[src/hdl/srd_pkg.sv]
`timescale 1ns / 1ps
// ----------------------------------------------------------------------------
// srd_pkg
// Shared types and constants of the shadow race detector: stream field
// layout, result status codes, controller states and the command/status
// structs between controller and datapath.
// ----------------------------------------------------------------------------
package srd_pkg;

    // Stream widths (whole bytes)
    localparam int IN_TDATA_W  = 64;
    localparam int OUT_TDATA_W = 48;

    // Input field layout, lowest bit first
    localparam int ADDR_W       = 13;
    localparam int OFF_W        = 3;
    localparam int SLOG_W       = 3;
    localparam int TID_IN_W     = 4;
    localparam int CVAL_W       = 32;
    localparam int GRAN_FIELD_W = ADDR_W - OFF_W;

    localparam int IN_CMD_LSB  = 0;
    localparam int IN_ADDR_LSB = 1;
    localparam int IN_SLOG_LSB = 14;
    localparam int IN_WR_LSB   = 17;
    localparam int IN_TID_LSB  = 18;
    localparam int IN_OTH_LSB  = 22;
    localparam int IN_CVAL_LSB = 26;

    // Command codes
    localparam logic CMD_ACCESS = 1'b0;
    localparam logic CMD_CLOCK  = 1'b1;

    // Largest access size (16 bytes)
    localparam logic [SLOG_W-1:0] MAX_SLOG = 3'd4;

    // Result status codes
    localparam logic [2:0] ST_STORED   = 3'd0;
    localparam logic [2:0] ST_REPLACED = 3'd1;
    localparam logic [2:0] ST_RACE     = 3'd2;
    localparam logic [2:0] ST_OUTSIDE  = 3'd3;
    localparam logic [2:0] ST_CLOCK    = 3'd4;

    // Controller states, one-hot
    typedef enum logic [6:0] {
        S_CLEAR  = 7'b0000001,
        S_IDLE   = 7'b0000010,
        S_OWN    = 7'b0000100,
        S_SCAN   = 7'b0001000,
        S_FINISH = 7'b0010000,
        S_RACE   = 7'b0100000,
        S_PUT    = 7'b1000000
    } t_state;

    // Controller to datapath
    typedef struct packed {
        logic       clr_step;   // write one entry of the clearing pass
        logic       accept;     // input transfer: latch fields, issue reads
        logic       own;        // latch granule row and own clock
        logic       scan;       // evaluate one slot
        logic       wr_row;     // write back merged row
        logic       wr_zero;    // clear granule after a race
        logic       res_set;    // latch result status
        logic [2:0] res_code;
        logic       out_load;   // move result into output register
    } t_ctrl_cmd;

    // Datapath to controller
    typedef struct packed {
        logic clr_done;
        logic in_is_clock;
        logic in_outside;
        logic slot_race;
        logic slot_last;
        logic mod_done;
        logic stored;
        logic out_free;
    } t_dp_status;

endpackage

[src/hdl/srd_ctrl.sv]
`timescale 1ns / 1ps
// ----------------------------------------------------------------------------
// srd_ctrl
// Sequencer of the race detector: clearing pass after reset, then per access
// accept, own-clock fetch, slot scan, write-back or race clear, result hand-off.
// ----------------------------------------------------------------------------
module srd_ctrl (
    input  logic               i_clk,
    input  logic               i_rst_n,
    input  logic               i_tvalid,
    output logic               o_tready,
    input  srd_pkg::t_dp_status i_status,
    output srd_pkg::t_ctrl_cmd  o_cmd
);
    import srd_pkg::*;

    t_state r_state;
    t_state n_state;

    // State register
    always_ff @(posedge i_clk) begin
        if (!i_rst_n) begin
            r_state <= S_CLEAR;
        end else begin
            r_state <= n_state;
        end
    end

    assign o_tready = (r_state == S_IDLE);

    // Next state and commands
    always_comb begin
        n_state = r_state;
        o_cmd   = '0;
        case (r_state)
            S_CLEAR: begin
                o_cmd.clr_step = 1'b1;
                if (i_status.clr_done) begin
                    n_state = S_IDLE;
                end
            end
            S_IDLE: begin
                if (i_tvalid) begin
                    o_cmd.accept = 1'b1;
                    if (i_status.in_is_clock) begin
                        o_cmd.res_set  = 1'b1;
                        o_cmd.res_code = ST_CLOCK;
                        n_state        = S_PUT;
                    end else if (i_status.in_outside) begin
                        o_cmd.res_set  = 1'b1;
                        o_cmd.res_code = ST_OUTSIDE;
                        n_state        = S_PUT;
                    end else begin
                        n_state = S_OWN;
                    end
                end
            end
            S_OWN: begin
                o_cmd.own = 1'b1;
                n_state   = S_SCAN;
            end
            S_SCAN: begin
                o_cmd.scan = 1'b1;
                if (i_status.slot_race) begin
                    o_cmd.res_set  = 1'b1;
                    o_cmd.res_code = ST_RACE;
                    n_state        = S_RACE;
                end else if (i_status.slot_last) begin
                    n_state = S_FINISH;
                end
            end
            S_FINISH: begin
                // replacement slot needs the clock remainder
                if (i_status.mod_done) begin
                    o_cmd.wr_row   = 1'b1;
                    o_cmd.res_set  = 1'b1;
                    o_cmd.res_code = i_status.stored ? ST_STORED : ST_REPLACED;
                    n_state        = S_PUT;
                end
            end
            S_RACE: begin
                o_cmd.wr_zero = 1'b1;
                n_state       = S_PUT;
            end
            S_PUT: begin
                if (i_status.out_free) begin
                    o_cmd.out_load = 1'b1;
                    n_state        = S_IDLE;
                end
            end
            default: begin
                n_state = S_CLEAR;
            end
        endcase
    end

endmodule

[config.mk]
export PLATFORM = sky130hd
export DESIGN_NAME = srd_ctrl
export DESIGN_NICKNAME = d
export VERILOG_FILES = /design/src/hdl/srd_pkg.sv /design/src/hdl/srd_ctrl.sv
export SDC_FILE = /design/constraint.sdc
export NUM_CORES = 1
export LEC_CHECK = 0
export ABC_AREA = 1
export BUFFER_PORTS_ARGS = -buffer_cell sky130_fd_sc_hd__buf_2
export CORE_AREA = 3 3 40 42
export DETAILED_ROUTE_END_ITERATION = 12
export DIE_AREA = 0 0 43 45
export PLACE_DENSITY_LB_ADDON = 0.2
export SETUP_SLACK_MARGIN = 0.05
export SYNTH_ARGS = -nofsm -noshare
export SYNTH_HDL_FRONTEND = slang
export SYNTH_SLANG_ARGS = --single-unit
[constraint.sdc]
create_clock -name i_clk -period 1.3 [get_ports i_clk]
set_input_delay 0.065 -clock i_clk [delete_from_list [all_inputs] [get_ports i_clk]]
set_output_delay 0.065 -clock i_clk [all_outputs]
set_load 0.1 [all_outputs]
==> results of run 1 <==
stage by stage:
stage	setup WS (ns)	area (um^2)
3_5_place_dp	-0.1039	1101
3_3_place_gp	-0.03734	1101
2_1_floorplan	-1.160	671.9
logic make-up after synthesis:
kind of cell           synth area share
and+or+nand+nor                  0.5401
buffers and inverters            0.1366
AOI/OAI and AO/OA               0.08027
DFF                              0.2429
==> metrics.yaml, run 1 <==
synthesis:
  avgSynthCellArea_um2: 5.826
  ys_ff_latch: 7
  ys.flop_type: "dfxtp_1"
  yosysSeqAreaShare: 0.2430
  yosys_warnings: 0
  syn_inst: 99
  synth_top_area_frac: 0.2430
  synth.cell_area_um2: 576.8
  async_reset_ff_frac: 0
  syn-num-nets: 110
  synth_common_cells: "nand2_1 (22), nor2_1 (15), inv_1 (12), inv_2 (9), nand3_1 (9)"
  yosysMostFrequentCell: "nand2_1"
  synth_edf_count: 0
  synthDistinctLibCells: 18
  yosys.area.top_type: "dfxtp_1"
  synth_area_leaders: "dfxtp_1 (24%), nand2_1 (14%), nor2_1 (9.8%)"
outcome:
  outcome: "stopped before the end"
  haltStage: "4_1_cts"
  error: "[ERROR DPL-0038] Utilization greater than 100%, impossible to legalize"
floorplanning:
  std_cell_rows: 13
  die_x_um: 43
  io_pins: 23
  fp.dieH_um: 45
  initial_utilization: 0.4489
clock_network:
  h-tree-depth: 1
  cts-hold-fix-buffers: 0
  cts_buffer_depth: 2
  cts_resized: 41
  numCtsBuffers: 3
  cts_root_buf: "clkbuf_4"
  cts_setup_buffers: 12
  cts_num_sinks: 7
placed_design:
  place.gp.congestion: 0.8525
  numPortBuffers: 22
  dp_cells: 152
  dp_hpwl_um: 1716
==> run 2, diff against run 1 <==
Settings changed: CORE_AREA 3 3 40 42 to 3 3 64 66, DIE_AREA 0 0 43 45 to 0 0 67 69, PLACE_DENSITY_LB_ADDON 0.2 to 0.15, SETUP_SLACK_MARGIN 0.05 to unset.
==> metrics.yaml, run 2 <==
routing:
  vias_per_cell: 4.073
  wl_per_cell_um: 11.22
  drt_iter0_drc: 15
  first_pass_iters: 4
  drc: 0
  ant_nets: 0
  vias: 835
  wl_um: 2300
timing:
  hold_violations: 0
  worst-slew-pin-transition_ns: 0.2722
  finalWorstSetupSlack_ns: -0.3366
  setup_viol_count_final: 15
  period_share: 1.259
  skew_ns: 0.001374
  period_needed_ns: 1.637
  max_freq_mhz: 611.0
  slew_violations: 0
  rsz0062_at_grt: "true"
  fin_hold_ws_ns: 0.08658
  slew_headroom: 0.8178
synthesis:
  synth_top_area_frac: 0.2430
  ys.flop_type: "dfxtp_1"
  synth_area_leaders: "dfxtp_1 (24%), nand2_1 (14%), nor2_1 (9.8%)"
  ys_ff_latch: 7
  synth.cell_area_um2: 576.8
  synthDistinctLibCells: 18
  yosys_warnings: 0
  yosysMostFrequentCell: "nand2_1"
  synth_edf_count: 0
  syn_inst: 99
  yosys.area.top_type: "dfxtp_1"
  yosysSeqAreaShare: 0.2430
  syn-num-nets: 110
  synth_common_cells: "nand2_1 (22), nor2_1 (15), inv_1 (12), inv_2 (9), nand3_1 (9)"
  async_reset_ff_frac: 0
  avgSynthCellArea_um2: 5.826
clock_network:
  numCtsBuffers: 3
  cts_buffer_depth: 2
  h-tree-depth: 1
  cts_num_sinks: 7
  cts-hold-fix-buffers: 0
  clk_pin_slew_ns: 0.04
  cts_tree: "yes"
  clock_latency_ns: 0.23
  cts_root_buf: "clkbuf_8"
critical_path:
  timing.critical_path.mode_cell: "nand2_4"
  critPathTopFamily: "buffers and inverters"
  critPathLaunch: "r_state[6]"
  slowest_stage: "dfxtp_2"
  arrival_ns: 1.57
  r2r_end: "r_state[1]"
  worstPathMaxFanout: 3
  crit_path_cell_trace: "inv_2 -> nand2_2 -> nor2_4 -> nand2_4 -> inv_12 -> nand2_4 -> o211ai_1 -> clkbuf_16"
  ff2ff_setup_slack_ns: -0.14
  cp.buffers_inverters: 3
  worst-setup-path-type: "reg -> out"
  rr_startpoint: "r_state[2]"
  endpoint_kind: "primary output"
  reg2reg_depth: 11
  critical_path_required_ns: 1.24
  cpPeakStageDelay_ns: 0.31
  critPathLaunchType: "register"
floorplanning:
  die_x_um: 67
  die_area_um2: 4623
  fp.dieH_um: 69
  core_area_um2: 3633
  io_pins: 23
  initial_utilization: 0.1587
  std_cell_rows: 22
pwr:
  power_w: 0.002292
  power.density_nw_per_um2: 1519
  p_leak_nw: 0.6895
  ir_worst_vdd_v: 0.0006189
grt:
  grt_overflow: 0
  antenna_found_initial: 0
  grt_first_pass_wirelength_um: 3581
  grt_usage: 0.1017
  grt_max_degree: 6
  grt_pass1_vias: 789
outcome:
  violations: "setup timing"
  outcome: "finished with violations"
cells_and_area:
  instances_no_fill: 205
  reg.largest.list: "r_state: 7 flops"
  largest_reg_flops: 7
  layout_commonest_cell: "buf_4"
  area_growth_syn_to_layout_pct: 161.6
  layout_common_cells: "buf_4 (23), nor2_4 (11), nand2_1 (11), buf_12 (11)"
  drive_gt1_frac: 0.7452
  largest_register: "r_state"
  final_nets: 169
  n_antenna_cell: 0
min_path:
  hold_depth: 2
  min_path_type: "in -> reg"
  holdPathEnd: "r_state[0]"
  min-delay-start: "i_rst_n"
flow_run:
  drv_cap: 0
placed_design:
  dp_hpwl_um: 1748
  numPortBuffers: 22
  dp_cells: 191
  place.gp.congestion: 0.8296
[run 2: worst reg2reg max path, cell delays in order, from the launching register on]
cell and delay [ns]:
dfxtp_2 0.32, inv_2 0.06, nand2_4 0.09, buf_6 0.12, nor2_4 0.03, buf_4 0.14, nand3_4 0.07, nand2_2 0.07
nor2_4 0.17, nand2_1 0.07, o21ai_1 0.14, inv_1 0.06
[run 2: cells by family (layout without fill, tap and decap cells)]
logic type | Yosys count | count (layout) | share of synthesized area
buffers and inverters | 21 | 79 | 0.1366
AND/OR/NAND/NOR | 63 | 63 | 0.5401
flip-flops | 7 | 7 | 0.2429
AO/OA/AOI/OAI | 8 | 8 | 0.08027
[run 2: layer usage]
| metal | track usage | wire length (um) | vias to the layer above |
|---|---|---|---|
| met5 | 0 | 0 | - |
| met4 | 0.04730 | 40 | 0 |
| met3 | 0.03257 | 141 | 5 |
| met2 | 0.1605 | 1181 | 24 |
| met1 | 0.1222 | 937 | 379 |
| li1 | - | - | 427 |
[run 2: what timing repair did]
action,in CTS,in global routing
setup endpoints to repair,17,18
setup buffers,1,9
pin swaps,5,13
gates resized for setup,19,33
[run 2: layout make-up]
cell class / instances / area (um^2)
clock buffer: 4 / 45.04
fill: 368 / 2125
inverter: 21 / 101.3
multi-input combinational: 71 / 575.6
sequential: 7 / 153.9
tap: 48 / 60.06
timing repair buffer: 54 / 573.1
[run 2: stage by stage]
stage / utilization / worst slack, ns / setup TNS (ns) / area (um^2)
final: 0.4153 / -0.3366 / -2.553 / 1509
after global routing: 0.4153 / -0.4014 / -3.739 / 1509
after CTS: 0.3612 / -0.3090 / -2.572 / 1313
after detailed placement: 0.3261 / -0.1511 / -0.7867 / 1185
after global placement: 0.3261 / -0.1612 / -0.8863 / 1185
after floorplan: - / -1.160 / -4.249 / 669.4
[run 2: how the worst max path moves through the flow]
stage,endpoint,slack [ns],cells past startpoint
2_1_floorplan,o_cmd[4],-1.16,7
3_3_place_gp,r_state[4],-0.16,8
3_5_place_dp,r_state[4],-0.15,8
4_1_cts,o_cmd[4],-0.31,8
5_1_grt,o_cmd[4],-0.40,8
6_report,o_cmd[4],-0.34,8
[run 2: report_power, final]
part           leakage [nW]  internal [W]  switching [W]
clock                0.0228      0.000213       0.000107
combinational         0.607      0.000703       0.000936
sequential           0.0602      0.000278      0.0000534
total                 0.690       0.00119        0.00110
No activity file was read; power rests on OpenSTA's default activity.
